[config.mk]
export PLATFORM = sky130hd
export DESIGN_NAME = chord_template_matcher
export DESIGN_NICKNAME = d
export VERILOG_FILES = /design/src/design/ctm_pkg.sv /design/src/design/chord_template_matcher.sv /design/src/design/ctm_ctrl.sv /design/src/design/ctm_dp.sv
export VERILOG_INCLUDE_DIRS = /design/src /design/src/design
export SDC_FILE = /design/constraint.sdc
export NUM_CORES = 1
export LEC_CHECK = 0
export BUFFER_PORTS_ARGS = -buffer_cell sky130_fd_sc_hd__clkbuf_2
export CORE_MARGIN = 2
export CORE_UTILIZATION = 55
export DETAILED_ROUTE_END_ITERATION = 8
export PLACE_DENSITY = 0.75
export SETUP_SLACK_MARGIN = 0.2
export SLEW_MARGIN = 20
export SYNTH_ARGS = -nofsm -noshare
export SYNTH_HDL_FRONTEND = slang
export SYNTH_SLANG_ARGS = --single-unit
export TNS_END_PERCENT = 100
[constraint.sdc]
create_clock -name clk -period 11.7 [get_ports clk]
set_input_delay 2.34 -clock clk [delete_from_list [all_inputs] [get_ports clk]]
set_output_delay 2.34 -clock clk [all_outputs]
set_load 0.005 [all_outputs]
[src/design/chord_template_matcher_assert.svh]
// Assertion macros shared by the chord template matcher modules
`ifndef CHORD_TEMPLATE_MATCHER_ASSERT_SVH
`define CHORD_TEMPLATE_MATCHER_ASSERT_SVH

// same-cycle implication
`define CTM_ASSERT_NOW(label, clk, rst_n, ante, cons) \
    label: assert property (@(posedge clk) disable iff (!rst_n) (ante) |-> (cons)) \
        else $error("ctm assertion failed");

// next-cycle implication
`define CTM_ASSERT_NEXT(label, clk, rst_n, ante, cons) \
    label: assert property (@(posedge clk) disable iff (!rst_n) (ante) |=> (cons)) \
        else $error("ctm assertion failed");

`endif

[src/design/ctm_pkg.sv]
// Types, constants and table functions of the chord template matcher
package ctm_pkg;

    localparam int NUM_TYPES = 10;
    localparam int NUM_SUGG  = 4;

    typedef logic [3:0] pc_t;
    typedef logic [3:0] ctype_t;
    typedef logic [3:0][3:0] iv_row_t;

    localparam ctype_t TYPE_MAJ  = 4'd0;
    localparam ctype_t TYPE_DOM7 = 4'd4;
    localparam ctype_t TYPE_LAST = 4'd9;
    localparam pc_t    ROOT_LAST = 4'd11;
    localparam pc_t    STEP_DOM  = 4'd4;
    localparam logic [6:0] NOTE_BASE = 7'd60;
    localparam logic [7:0] CONF_MIN  = 8'd60;
    localparam logic [7:0] CONF_MAX  = 8'd200;
    localparam logic [7:0] CONF_DFLT = 8'd160;

    typedef struct packed {
        logic       capture;
        logic       scan_init;
        logic       scan_step;
        logic       clear_set;
        logic       build;
        logic       rank;
        logic       load_out;
        logic       load_default;
        logic [1:0] out_idx;
    } ctm_cmd_t;

    typedef struct packed {
        logic set_empty;
        logic scan_done;
        logic out_last;
    } ctm_status_t;

    function automatic pc_t pc_add(input pc_t a, input pc_t b);
        logic [4:0] sum;
        sum = {1'b0, a} + {1'b0, b};
        if (sum >= 5'd12)
            sum = sum - 5'd12;
        return sum[3:0];
    endfunction

    function automatic logic [2:0] tmpl_size(input ctype_t t);
        logic [2:0] s;
        unique case (t)
            4'd2, 4'd3, 4'd4, 4'd9: s = 3'd4;
            default:                s = 3'd3;
        endcase
        return s;
    endfunction

    // element [3] is the first interval
    function automatic iv_row_t tmpl_iv(input ctype_t t);
        iv_row_t row;
        unique case (t)
            4'd0:    row = 16'h0470;
            4'd1:    row = 16'h0370;
            4'd2:    row = 16'h047B;
            4'd3:    row = 16'h037A;
            4'd4:    row = 16'h047A;
            4'd5:    row = 16'h0360;
            4'd6:    row = 16'h0480;
            4'd7:    row = 16'h0270;
            4'd8:    row = 16'h0570;
            4'd9:    row = 16'h0472;
            default: row = 16'h0470;
        endcase
        return row;
    endfunction

    // commonality in tenths
    function automatic logic [3:0] tmpl_common(input ctype_t t);
        logic [3:0] c;
        unique case (t)
            4'd0:    c = 4'd10;
            4'd1:    c = 4'd9;
            4'd2:    c = 4'd8;
            4'd3:    c = 4'd8;
            4'd4:    c = 4'd7;
            4'd5:    c = 4'd4;
            4'd6:    c = 4'd3;
            4'd7:    c = 4'd5;
            4'd8:    c = 4'd5;
            4'd9:    c = 4'd6;
            default: c = 4'd0;
        endcase
        return c;
    endfunction

    // commonality * 12 / size
    function automatic logic [7:0] tmpl_weight(input ctype_t t);
        logic [7:0] w;
        unique case (t)
            4'd0:    w = 8'd40;
            4'd1:    w = 8'd36;
            4'd2:    w = 8'd24;
            4'd3:    w = 8'd24;
            4'd4:    w = 8'd21;
            4'd5:    w = 8'd16;
            4'd6:    w = 8'd12;
            4'd7:    w = 8'd20;
            4'd8:    w = 8'd20;
            4'd9:    w = 8'd18;
            default: w = 8'd0;
        endcase
        return w;
    endfunction

    // element [3] is the first step; rows above the table saturate
    function automatic iv_row_t prog_row(input logic [2:0] row_sel);
        iv_row_t row;
        unique case (row_sel)
            3'd0:    row = 16'h0450;
            3'd1:    row = 16'h0534;
            3'd2:    row = 16'h0340;
            3'd3:    row = 16'h0530;
            default: row = 16'h0250;
        endcase
        return row;
    endfunction

    function automatic logic [4:0] conf_mult(input logic [1:0] i);
        logic [4:0] m;
        unique case (i)
            2'd0:    m = 5'd20;
            2'd1:    m = 5'd17;
            2'd2:    m = 5'd14;
            default: m = 5'd11;
        endcase
        return m;
    endfunction

    function automatic logic [6:0] voice_note(input pc_t pc, input pc_t cur);
        logic [6:0] n;
        pc_t d;
        n = NOTE_BASE + {3'd0, pc};
        d = (pc > cur) ? pc - cur : cur - pc;
        if (d > 4'd6)
            n = (pc < cur) ? n + 7'd12 : n - 7'd12;
        return n;
    endfunction

endpackage

[src/design/chord_template_matcher.sv]
// Chord template matcher: note collection, 120-step template scan, four suggestions
// Non-last beats: taken one per cycle while idle (note_stall low), no result.
// Last beat: the scan runs one root/type pair per cycle, then build, rank and
// load follow in their own states; then the first suggestion appears, and
// then one per cycle while the sink does not stall. Empty set: one default suggestion.
// Reset (rst_n low, async) clears the pitch-class set and all control state.
module chord_template_matcher (
    input  logic       clk,
    input  logic       rst_n,
    input  logic       note_valid,
    output logic       note_stall,
    input  logic [6:0] note,
    input  logic       note_present,
    input  logic [2:0] progression_choice,
    input  logic       last,
    output logic       sugg_valid,
    input  logic       sugg_stall,
    output logic [3:0] sugg_root,
    output logic [3:0] sugg_type,
    output logic [2:0] note_count,
    output logic [6:0] voice_a,
    output logic [6:0] voice_b,
    output logic [6:0] voice_c,
    output logic [6:0] voice_d,
    output logic [7:0] confidence,
    output logic       last_of_run
);

    ctm_pkg::ctm_cmd_t    cmd;
    ctm_pkg::ctm_status_t status;

    ctm_ctrl u_ctrl (
        .clk        (clk),
        .rst_n      (rst_n),
        .note_valid (note_valid),
        .last       (last),
        .note_stall (note_stall),
        .sugg_valid (sugg_valid),
        .sugg_stall (sugg_stall),
        .status     (status),
        .cmd        (cmd)
    );

    ctm_dp u_dp (
        .clk                (clk),
        .rst_n              (rst_n),
        .cmd                (cmd),
        .status             (status),
        .note               (note),
        .note_present       (note_present),
        .progression_choice (progression_choice),
        .sugg_root          (sugg_root),
        .sugg_type          (sugg_type),
        .note_count         (note_count),
        .voice_a            (voice_a),
        .voice_b            (voice_b),
        .voice_c            (voice_c),
        .voice_d            (voice_d),
        .confidence         (confidence),
        .last_of_run        (last_of_run)
    );

endmodule

[src/design/ctm_ctrl.sv]
// Controller state machine of the chord template matcher
`include "chord_template_matcher_assert.svh"

module ctm_ctrl (
    input  logic                 clk,
    input  logic                 rst_n,
    input  logic                 note_valid,
    input  logic                 last,
    output logic                 note_stall,
    output logic                 sugg_valid,
    input  logic                 sugg_stall,
    input  ctm_pkg::ctm_status_t status,
    output ctm_pkg::ctm_cmd_t    cmd
);

    typedef enum logic [2:0] {
        S_IDLE,
        S_SCAN,
        S_BUILD,
        S_RANK,
        S_LOAD,
        S_EMIT
    } state_t;

    state_t     state_reg;
    logic [1:0] beat_reg;
    logic       sugg_valid_reg;
    logic       accept;

    assign note_stall = (state_reg != S_IDLE);
    assign sugg_valid = sugg_valid_reg;
    assign accept     = note_valid && (state_reg == S_IDLE);

    always_comb
    begin
        cmd = '0;
        unique case (state_reg)
            S_IDLE:
            begin
                cmd.capture   = accept;
                cmd.scan_init = accept && last;
            end
            S_SCAN:
            begin
                if (status.set_empty)
                    cmd.load_default = 1'b1;
                else
                begin
                    cmd.scan_step = 1'b1;
                    cmd.clear_set = status.scan_done;
                end
            end
            S_BUILD: cmd.build = 1'b1;
            S_RANK:  cmd.rank  = 1'b1;
            S_LOAD:
            begin
                cmd.load_out = 1'b1;
                cmd.out_idx  = 2'd0;
            end
            S_EMIT:
            begin
                if (!sugg_stall && !status.out_last)
                begin
                    cmd.load_out = 1'b1;
                    cmd.out_idx  = beat_reg + 2'd1;
                end
            end
            default: cmd = '0;
        endcase
    end

    always_ff @(posedge clk or negedge rst_n)
    begin
        if (!rst_n)
        begin
            state_reg      <= S_IDLE;
            beat_reg       <= 2'd0;
            sugg_valid_reg <= 1'b0;
        end
        else
        begin
            unique case (state_reg)
                S_IDLE:
                begin
                    if (accept && last)
                        state_reg <= S_SCAN;
                end
                S_SCAN:
                begin
                    if (status.set_empty)
                    begin
                        state_reg      <= S_EMIT;
                        sugg_valid_reg <= 1'b1;
                    end
                    else if (status.scan_done)
                        state_reg <= S_BUILD;
                end
                S_BUILD: state_reg <= S_RANK;
                S_RANK:  state_reg <= S_LOAD;
                S_LOAD:
                begin
                    state_reg      <= S_EMIT;
                    beat_reg       <= 2'd0;
                    sugg_valid_reg <= 1'b1;
                end
                S_EMIT:
                begin
                    if (!sugg_stall)
                    begin
                        if (status.out_last)
                        begin
                            state_reg      <= S_IDLE;
                            sugg_valid_reg <= 1'b0;
                        end
                        else
                            beat_reg <= beat_reg + 2'd1;
                    end
                end
                default: state_reg <= S_IDLE;
            endcase
        end
    end

    `CTM_ASSERT_NOW(a_valid_in_emit, clk, rst_n, sugg_valid_reg, state_reg == S_EMIT)
    `CTM_ASSERT_NEXT(a_last_starts_scan, clk, rst_n, cmd.scan_init, state_reg == S_SCAN)

endmodule

[src/design/ctm_dp.sv]
// Datapath of the chord template matcher: pitch set, template scan, suggestions
`include "chord_template_matcher_assert.svh"

module ctm_dp (
    input  logic                 clk,
    input  logic                 rst_n,
    input  ctm_pkg::ctm_cmd_t    cmd,
    output ctm_pkg::ctm_status_t status,
    input  logic [6:0]           note,
    input  logic                 note_present,
    input  logic [2:0]           progression_choice,
    output logic [3:0]           sugg_root,
    output logic [3:0]           sugg_type,
    output logic [2:0]           note_count,
    output logic [6:0]           voice_a,
    output logic [6:0]           voice_b,
    output logic [6:0]           voice_c,
    output logic [6:0]           voice_d,
    output logic [7:0]           confidence,
    output logic                 last_of_run
);

    logic [11:0]     pcs_reg;
    ctm_pkg::pc_t    scan_root_reg;
    ctm_pkg::ctype_t scan_type_reg;
    logic [7:0]      best_reg;
    ctm_pkg::pc_t    cur_root_reg;
    ctm_pkg::ctype_t cur_type_reg;
    logic [2:0]      choice_reg;

    ctm_pkg::pc_t    s_root_reg [ctm_pkg::NUM_SUGG];
    ctm_pkg::ctype_t s_type_reg [ctm_pkg::NUM_SUGG];
    logic [7:0]      s_conf_reg [ctm_pkg::NUM_SUGG];
    logic [1:0]      s_rank_reg [ctm_pkg::NUM_SUGG];

    logic [3:0]      sugg_root_reg;
    logic [3:0]      sugg_type_reg;
    logic [2:0]      note_count_reg;
    logic [6:0]      voice_a_reg;
    logic [6:0]      voice_b_reg;
    logic [6:0]      voice_c_reg;
    logic [6:0]      voice_d_reg;
    logic [7:0]      confidence_reg;
    logic            last_of_run_reg;

    logic [3:0]      note_pc;
    logic [7:0]      score;
    logic            scan_done;

    ctm_pkg::pc_t    b_root [ctm_pkg::NUM_SUGG];
    ctm_pkg::ctype_t b_type [ctm_pkg::NUM_SUGG];
    logic [7:0]      b_conf [ctm_pkg::NUM_SUGG];
    logic [1:0]      r_rank [ctm_pkg::NUM_SUGG];
    logic [ctm_pkg::NUM_SUGG-1:0] sel_hit;

    ctm_pkg::pc_t    e_root;
    ctm_pkg::ctype_t e_type;
    logic [7:0]      e_conf;
    ctm_pkg::iv_row_t e_iv;

    // note mod 12: 7-bit value, up to ten subtractions of 12 folded into four compares (96, 48, 24, 12)
    always_comb
    begin
        logic [6:0] v;
        v = note;
        if (v >= 7'd96) v = v - 7'd96;
        if (v >= 7'd48) v = v - 7'd48;
        if (v >= 7'd24) v = v - 7'd24;
        if (v >= 7'd12) v = v - 7'd12;
        note_pc = v[3:0];
    end

    // one root/type pair per cycle
    always_comb
    begin
        ctm_pkg::iv_row_t iv;
        logic [2:0]       m;
        logic [2:0]       size;
        logic [10:0]      prod;
        iv   = ctm_pkg::tmpl_iv(scan_type_reg);
        size = ctm_pkg::tmpl_size(scan_type_reg);
        m    = 3'd0;
        for (int k = 0; k < 4; k++)
        begin
            if ((3'(k) < size) && pcs_reg[ctm_pkg::pc_add(scan_root_reg, iv[3-k])])
                m = m + 3'd1;
        end
        prod  = {8'd0, m} * {3'd0, ctm_pkg::tmpl_weight(scan_type_reg)};
        score = prod[7:0];
    end

    assign scan_done = (scan_root_reg == ctm_pkg::ROOT_LAST)
                    && (scan_type_reg == ctm_pkg::TYPE_LAST);

    always_comb
    begin
        ctm_pkg::iv_row_t row;
        logic [8:0]       c;
        row = ctm_pkg::prog_row(choice_reg);
        for (int i = 0; i < ctm_pkg::NUM_SUGG; i++)
        begin
            b_root[i] = ctm_pkg::pc_add(cur_root_reg, row[3-i]);
            b_type[i] = ((i != 0) && (row[3-i] == ctm_pkg::STEP_DOM))
                      ? ctm_pkg::TYPE_DOM7 : cur_type_reg;
            c = {5'd0, ctm_pkg::tmpl_common(b_type[i])}
              * {4'd0, ctm_pkg::conf_mult(2'(i))};
            if (c < {1'b0, ctm_pkg::CONF_MIN})
                c = {1'b0, ctm_pkg::CONF_MIN};
            if (c > {1'b0, ctm_pkg::CONF_MAX})
                c = {1'b0, ctm_pkg::CONF_MAX};
            b_conf[i] = c[7:0];
        end
    end

    // stable descending position of each suggestion
    always_comb
    begin
        for (int i = 0; i < ctm_pkg::NUM_SUGG; i++)
        begin
            r_rank[i] = 2'd0;
            for (int j = 0; j < ctm_pkg::NUM_SUGG; j++)
            begin
                if ((j != i) && ((s_conf_reg[j] > s_conf_reg[i])
                    || ((j < i) && (s_conf_reg[j] == s_conf_reg[i]))))
                    r_rank[i] = r_rank[i] + 2'd1;
            end
        end
    end

    always_comb
    begin
        e_root = '0;
        e_type = '0;
        e_conf = '0;
        for (int i = 0; i < ctm_pkg::NUM_SUGG; i++)
        begin
            sel_hit[i] = (s_rank_reg[i] == cmd.out_idx);
            if (sel_hit[i])
            begin
                e_root = s_root_reg[i];
                e_type = s_type_reg[i];
                e_conf = s_conf_reg[i];
            end
        end
        e_iv = ctm_pkg::tmpl_iv(e_type);
    end

    always_ff @(posedge clk or negedge rst_n)
    begin
        if (!rst_n)
        begin
            pcs_reg       <= '0;
            scan_root_reg <= '0;
            scan_type_reg <= '0;
        end
        else
        begin
            if (cmd.capture && note_present)
                pcs_reg[note_pc] <= 1'b1;
            else if (cmd.clear_set)
                pcs_reg <= '0;
            if (cmd.scan_init)
            begin
                scan_root_reg <= '0;
                scan_type_reg <= '0;
            end
            else if (cmd.scan_step)
            begin
                if (scan_type_reg == ctm_pkg::TYPE_LAST)
                begin
                    scan_type_reg <= '0;
                    scan_root_reg <= scan_root_reg + 4'd1;
                end
                else
                    scan_type_reg <= scan_type_reg + 4'd1;
            end
        end
    end

    always_ff @(posedge clk)
    begin
        if (cmd.scan_init)
        begin
            best_reg     <= '0;
            cur_root_reg <= '0;
            cur_type_reg <= ctm_pkg::TYPE_MAJ;
            choice_reg   <= progression_choice;
        end
        else if (cmd.scan_step && (score > best_reg))
        begin
            best_reg     <= score;
            cur_root_reg <= scan_root_reg;
            cur_type_reg <= scan_type_reg;
        end
        for (int i = 0; i < ctm_pkg::NUM_SUGG; i++)
        begin
            if (cmd.build)
            begin
                s_root_reg[i] <= b_root[i];
                s_type_reg[i] <= b_type[i];
                s_conf_reg[i] <= b_conf[i];
            end
            if (cmd.rank)
                s_rank_reg[i] <= r_rank[i];
        end
        if (cmd.load_default)
        begin
            sugg_root_reg   <= '0;
            sugg_type_reg   <= ctm_pkg::TYPE_MAJ;
            note_count_reg  <= 3'd3;
            voice_a_reg     <= 7'd60;
            voice_b_reg     <= 7'd64;
            voice_c_reg     <= 7'd67;
            voice_d_reg     <= 7'd0;
            confidence_reg  <= ctm_pkg::CONF_DFLT;
            last_of_run_reg <= 1'b1;
        end
        else if (cmd.load_out)
        begin
            sugg_root_reg   <= e_root;
            sugg_type_reg   <= e_type;
            note_count_reg  <= ctm_pkg::tmpl_size(e_type);
            voice_a_reg     <= ctm_pkg::voice_note(ctm_pkg::pc_add(e_root, e_iv[3]),
                                                   cur_root_reg);
            voice_b_reg     <= ctm_pkg::voice_note(ctm_pkg::pc_add(e_root, e_iv[2]),
                                                   cur_root_reg);
            voice_c_reg     <= ctm_pkg::voice_note(ctm_pkg::pc_add(e_root, e_iv[1]),
                                                   cur_root_reg);
            voice_d_reg     <= (ctm_pkg::tmpl_size(e_type) == 3'd4)
                             ? ctm_pkg::voice_note(ctm_pkg::pc_add(e_root, e_iv[0]),
                                                   cur_root_reg)
                             : 7'd0;
            confidence_reg  <= e_conf;
            last_of_run_reg <= (cmd.out_idx == 2'd3);
        end
    end

    assign status.set_empty = (pcs_reg == 12'd0);
    assign status.scan_done = scan_done;
    assign status.out_last  = last_of_run_reg;

    assign sugg_root   = sugg_root_reg;
    assign sugg_type   = sugg_type_reg;
    assign note_count  = note_count_reg;
    assign voice_a     = voice_a_reg;
    assign voice_b     = voice_b_reg;
    assign voice_c     = voice_c_reg;
    assign voice_d     = voice_d_reg;
    assign confidence  = confidence_reg;
    assign last_of_run = last_of_run_reg;

    `CTM_ASSERT_NOW(a_rank_perm, clk, rst_n, cmd.load_out, $onehot(sel_hit))
    `CTM_ASSERT_NEXT(a_set_cleared, clk, rst_n, cmd.clear_set, pcs_reg == 12'd0)

endmodule

==> summary.md <==
| Metric | Value |
|---|---|
| Slowest CP cell | `nor3b_2` |
| VDD IR-drop max | `0.2133 mV` |
| Drt wl/cell | `around 17 µm` |
| Hold Path Depth | `2` |
| Final Hold Viols | `0` |
| Final setup viols | `0` |
| Root buf cell | `clkbuf_16` |
| Initial DRC count | `a little under 1,000` |
| Total of max-cap violations | `0` |
| Largest register FFs | `29` |
| CP max FO | `12` |
| Leak Pwr | `approximately 6.6 nW` |
| Via count | `11,070` |
| Fin crit share | `a little under nine tenths` |
| Antenna diodes | `0` |
| Core Area | `24,180 µm²` |
| Num CTS Buffers | `17` |
| Post-synth net total | `approximately 1,700` |
| Critical path depth | `33` |
| GRT Util Overall | `roughly a quarter` |
| Clk pwr share | `~12%` |
| DP Worst Slack | `between 1 and 1.5 ns` |
| Synth top area cells | `ha_1 16%, edfxtp_1 16%, dfxtp_1 9.6%, dfrtp_1 4.8%, fa_1 4.2%` |
| Setup Skew | `around 0.011 ns` |
| Post-Syn Area | `13,500 µm²` |
| # clock sinks | `161` |
| Status | `completed` |
| Setup bufs post-CTS | `0` |
| Clock Pin Slew Worst Setup and Hold Paths | `around 0.070 ns` |
| Switching part of the total power | `a little under half` |
| Crit path max-delay family | `compound AO/OA/AOI/OAI gates` |
| Warnings from Yosys | `0` |
| Actual slew at the worst max-slew pin | `0.8555 ns` |
| CP peak stage delay | `0.74 ns` |
| Die Y | `~160 µm` |
| Routed wire length | `31,310 µm` |
| Setup_tns | `0 ns` |
| Buf+Inv Stages, Crit Path | `3` |
| Global-route wire length before repair | `around 52,000 µm` |
| H-tree level count | `4` |
| Layout cell share with drive strength beyond 1 | `between 10% and 20%` |
| R2r worst-path depth | `38` |
| Area growth, synth to finish | `8.852%` |
| GRT overflow | `0` |
| Slew Limit Fails | `0` |
| CP endpoint | `u_dp.voice_b[5]$_SDFFE_PP0P_` |
| Most used flip-flop cell after synthesis | `edfxtp_1` |
| Post-synth EDFFs | `70` |
| CTS resizes | `0` |
| Worst skew pair latency | `between 0.4 and 0.5 ns` |
| Switching Power | `~2.2 mW` |
| Reg2Reg Launch Point | `u_dp.scan_type_reg[0]$_DFFE_PN0P_` |
| Fin worst setup slack | `between 1.5 and 2 ns` |
| Sequential share of the synthesized area | `30.03%` |
| Sequential share of power | `21.0%` |
| Die area | `between 20,000 and 30,000 µm²` |
| Combinational share of power | `about two thirds` |
| Power per Cell Area | `between 300 and 400 nW/µm²` |
| Synth unique cells | `92` |
| IO Port Bufs | `65` |
| Post-DP HPWL | `23,920 µm` |
| Reg2reg setup slack | `between 2 and 2.5 ns` |
| GPL Wtd Cong | `0.8983` |
| CP startpoint | `sugg_stall` |
| Post-Syn Instances | `around 1,500` |
| Tightest Hold Check Type | `reg -> reg` |
| CTS tree | `yes` |
| Most frequent cells in the layout | `172 x ha_1, 143 x inv_1, 129 x nor2_1` |
| Post-CTS Hold Buffers | `0` |
| Tmin final | `roughly 10 ns` |
| Top cell type's share of synthesized area | `between 10% and 20%` |
| Pin count of the biggest net entering global routing | `60` |
| IO Count | `66` |
| Arr. time, crit path | `approximately 10 ns` |
| Startpoint types | `primary input` |
| Site Rows | `57` |
| Final antenna-violating net count | `0` |
| Unrepaired setup endpoints after global routing | `no` |
| Drc violations | `0` |
| Most used cell, CP | `nor2_1` |
| Layout net count | `1,756` |
| Slew headroom | `a little over two fifths` |
| Worst Path Required | `about 12 ns` |
| Most common cell after layout, fill and taps aside | `ha_1` |
| Vias per cell | `between 5 and 6` |
| Biggest area consumer among synthesized cells | `ha_1` |
| Vias in the first global route | `10,530` |
| Die X | `roughly 160 µm` |
| Synth Register Bits | `~160` |
| Cell-internal power | `approximately 2.4 mW` |
| CP endpoint kind | `flop` |
| Kind of critical path | `in -> reg` |
| Starting density of the core | `between 50 and 60%` |
| Initial antenna violation count | `0` |
| DR pass1 iterations | `6` |
| Synthesized area per cell | `roughly 9.0 µm²` |
| Clock Path Buffers | `2` |
| Fmax | `about 0.1 GHz` |
| Async SR Flop Fraction | `16.15%` |
[logic make-up after synthesis]
kind of cell	Yosys count	share of synthesized area, %
buffers and inverters	196	5.654
flip-flops	161	30.03
XOR/XNOR	66	4.283
other	1	0.02778
adder cells (fa/ha/maj)	200	20.10
AND/OR/NAND/NOR	465	17.04
AO/OA/AOI/OAI	349	17.28
multiplexers	59	5.590
[per-layer routing]
metal | wire length [µm] | GRT usage [%] | part of all wire [%] | vias up
met5 | 0 | 0 | 0 | -
met4 | 569 | 7.494 | 1.8 | 0
met3 | 1856 | 3.900 | 5.9 | 60
met2 | 15060 | 41.12 | 48 | 333
met1 | 13820 | 32.71 | 44 | 5251
li1 | - | - | - | 5421
[how the worst min path moves through the flow]
stage	start	end	slack, ns
after floorplan	u_dp.cur_type_reg[3]$_SDFFE_PP0P_	u_dp.s_type_reg[0][3]$_DFFE_PP_	0.41
after CTS	u_dp.voice_c[2]$_SDFFE_PP0P_	u_dp.voice_c[2]$_SDFFE_PP0P_	0.45
after detailed placement	u_dp.voice_c[2]$_SDFFE_PP0P_	u_dp.voice_c[2]$_SDFFE_PP0P_	0.45
after global placement	u_dp.voice_d[6]$_SDFFE_PP0P_	u_dp.voice_d[6]$_SDFFE_PP0P_	0.44
after global routing	u_dp.voice_d[6]$_SDFFE_PP0P_	u_dp.voice_d[6]$_SDFFE_PP0P_	0.48
final	u_dp.voice_c[2]$_SDFFE_PP0P_	u_dp.voice_c[2]$_SDFFE_PP0P_	0.45
[worst reg2reg max path, delay by kind of cell (launching register included)]
family | cells | cell delay, ns
flops | 1 | 0.53
xor+xnor | 5 | 1.39
simple gates | 8 | 1.26
compound gates | 9 | 2.12
buf+inv | 3 | 0.28
fa+ha+maj | 9 | 2.81
mux | 4 | 0.76
[power groups by stage]
| stage | Combinational (mW) | Clock [mW] | Sequential, mW |
|---|---|---|---|
| floorplan | 2.46 | 0 | 0.904 |
| global placement | 2.97 | 0 | 0.986 |
| detailed placement | 3.08 | 0 | 0.991 |
| CTS | 3.11 | 0.580 | 0.980 |
| global route | 3.53 | 0.603 | 1.01 |
| finish | 3.11 | 0.574 | 0.982 |
[cells in the mapped netlist (9+ instances only)]
master and instances:
o21a_1 12, a31oi_1 9, a221oi_1 10, mux4_2 12, and2_1 16, nand2b_1 26
a211oi_1 30, and3_1 10, ha_1 172, or2_2 12, dfxtp_1 65, a21o_1 27
xor2_1 22, xnor2_1 44, clkbuf_1 36, nor2b_1 34, nand4_1 10, o21ai_0 83
nand3_1 31, edfxtp_1 70, mux2i_1 39, nand3b_1 10, dfrtp_1 26, nor3_1 25
inv_1 143, fa_1 28, a21oi_1 84, nor2_1 129, nand2_1 120
[per-stage QoR]
step	power (mW)	hold slack, ns	util (%)	std cells	instance area (µm²)
after global routing	5.136	0.4787	60.77	1877	14690
after floorplan	3.367	0.4064	-	1497	13500
after detailed placement	4.070	0.4458	58.29	1845	14090
after global placement	3.956	0.4377	58.29	1845	14090
final	4.664	0.4524	60.77	1877	14690
after CTS	4.666	0.4549	60.77	1877	14690
[area by class of cell]
| cell class | instances | area [µm²] |
|---|---|---|
| Inverter | 146 | 548.0 |
| Clock buffer | 19 | 455.4 |
| Clock inverter | 13 | 143.9 |
| Timing Repair Buffer | 74 | 392.9 |
| Tap cell | 324 | 405.4 |
| Sequential cell | 161 | 4054 |
| Fill cell | 2083 | 9484 |
| Multi-Input combinational cell | 1140 | 8693 |
Power figures use the tool's default switching activity.
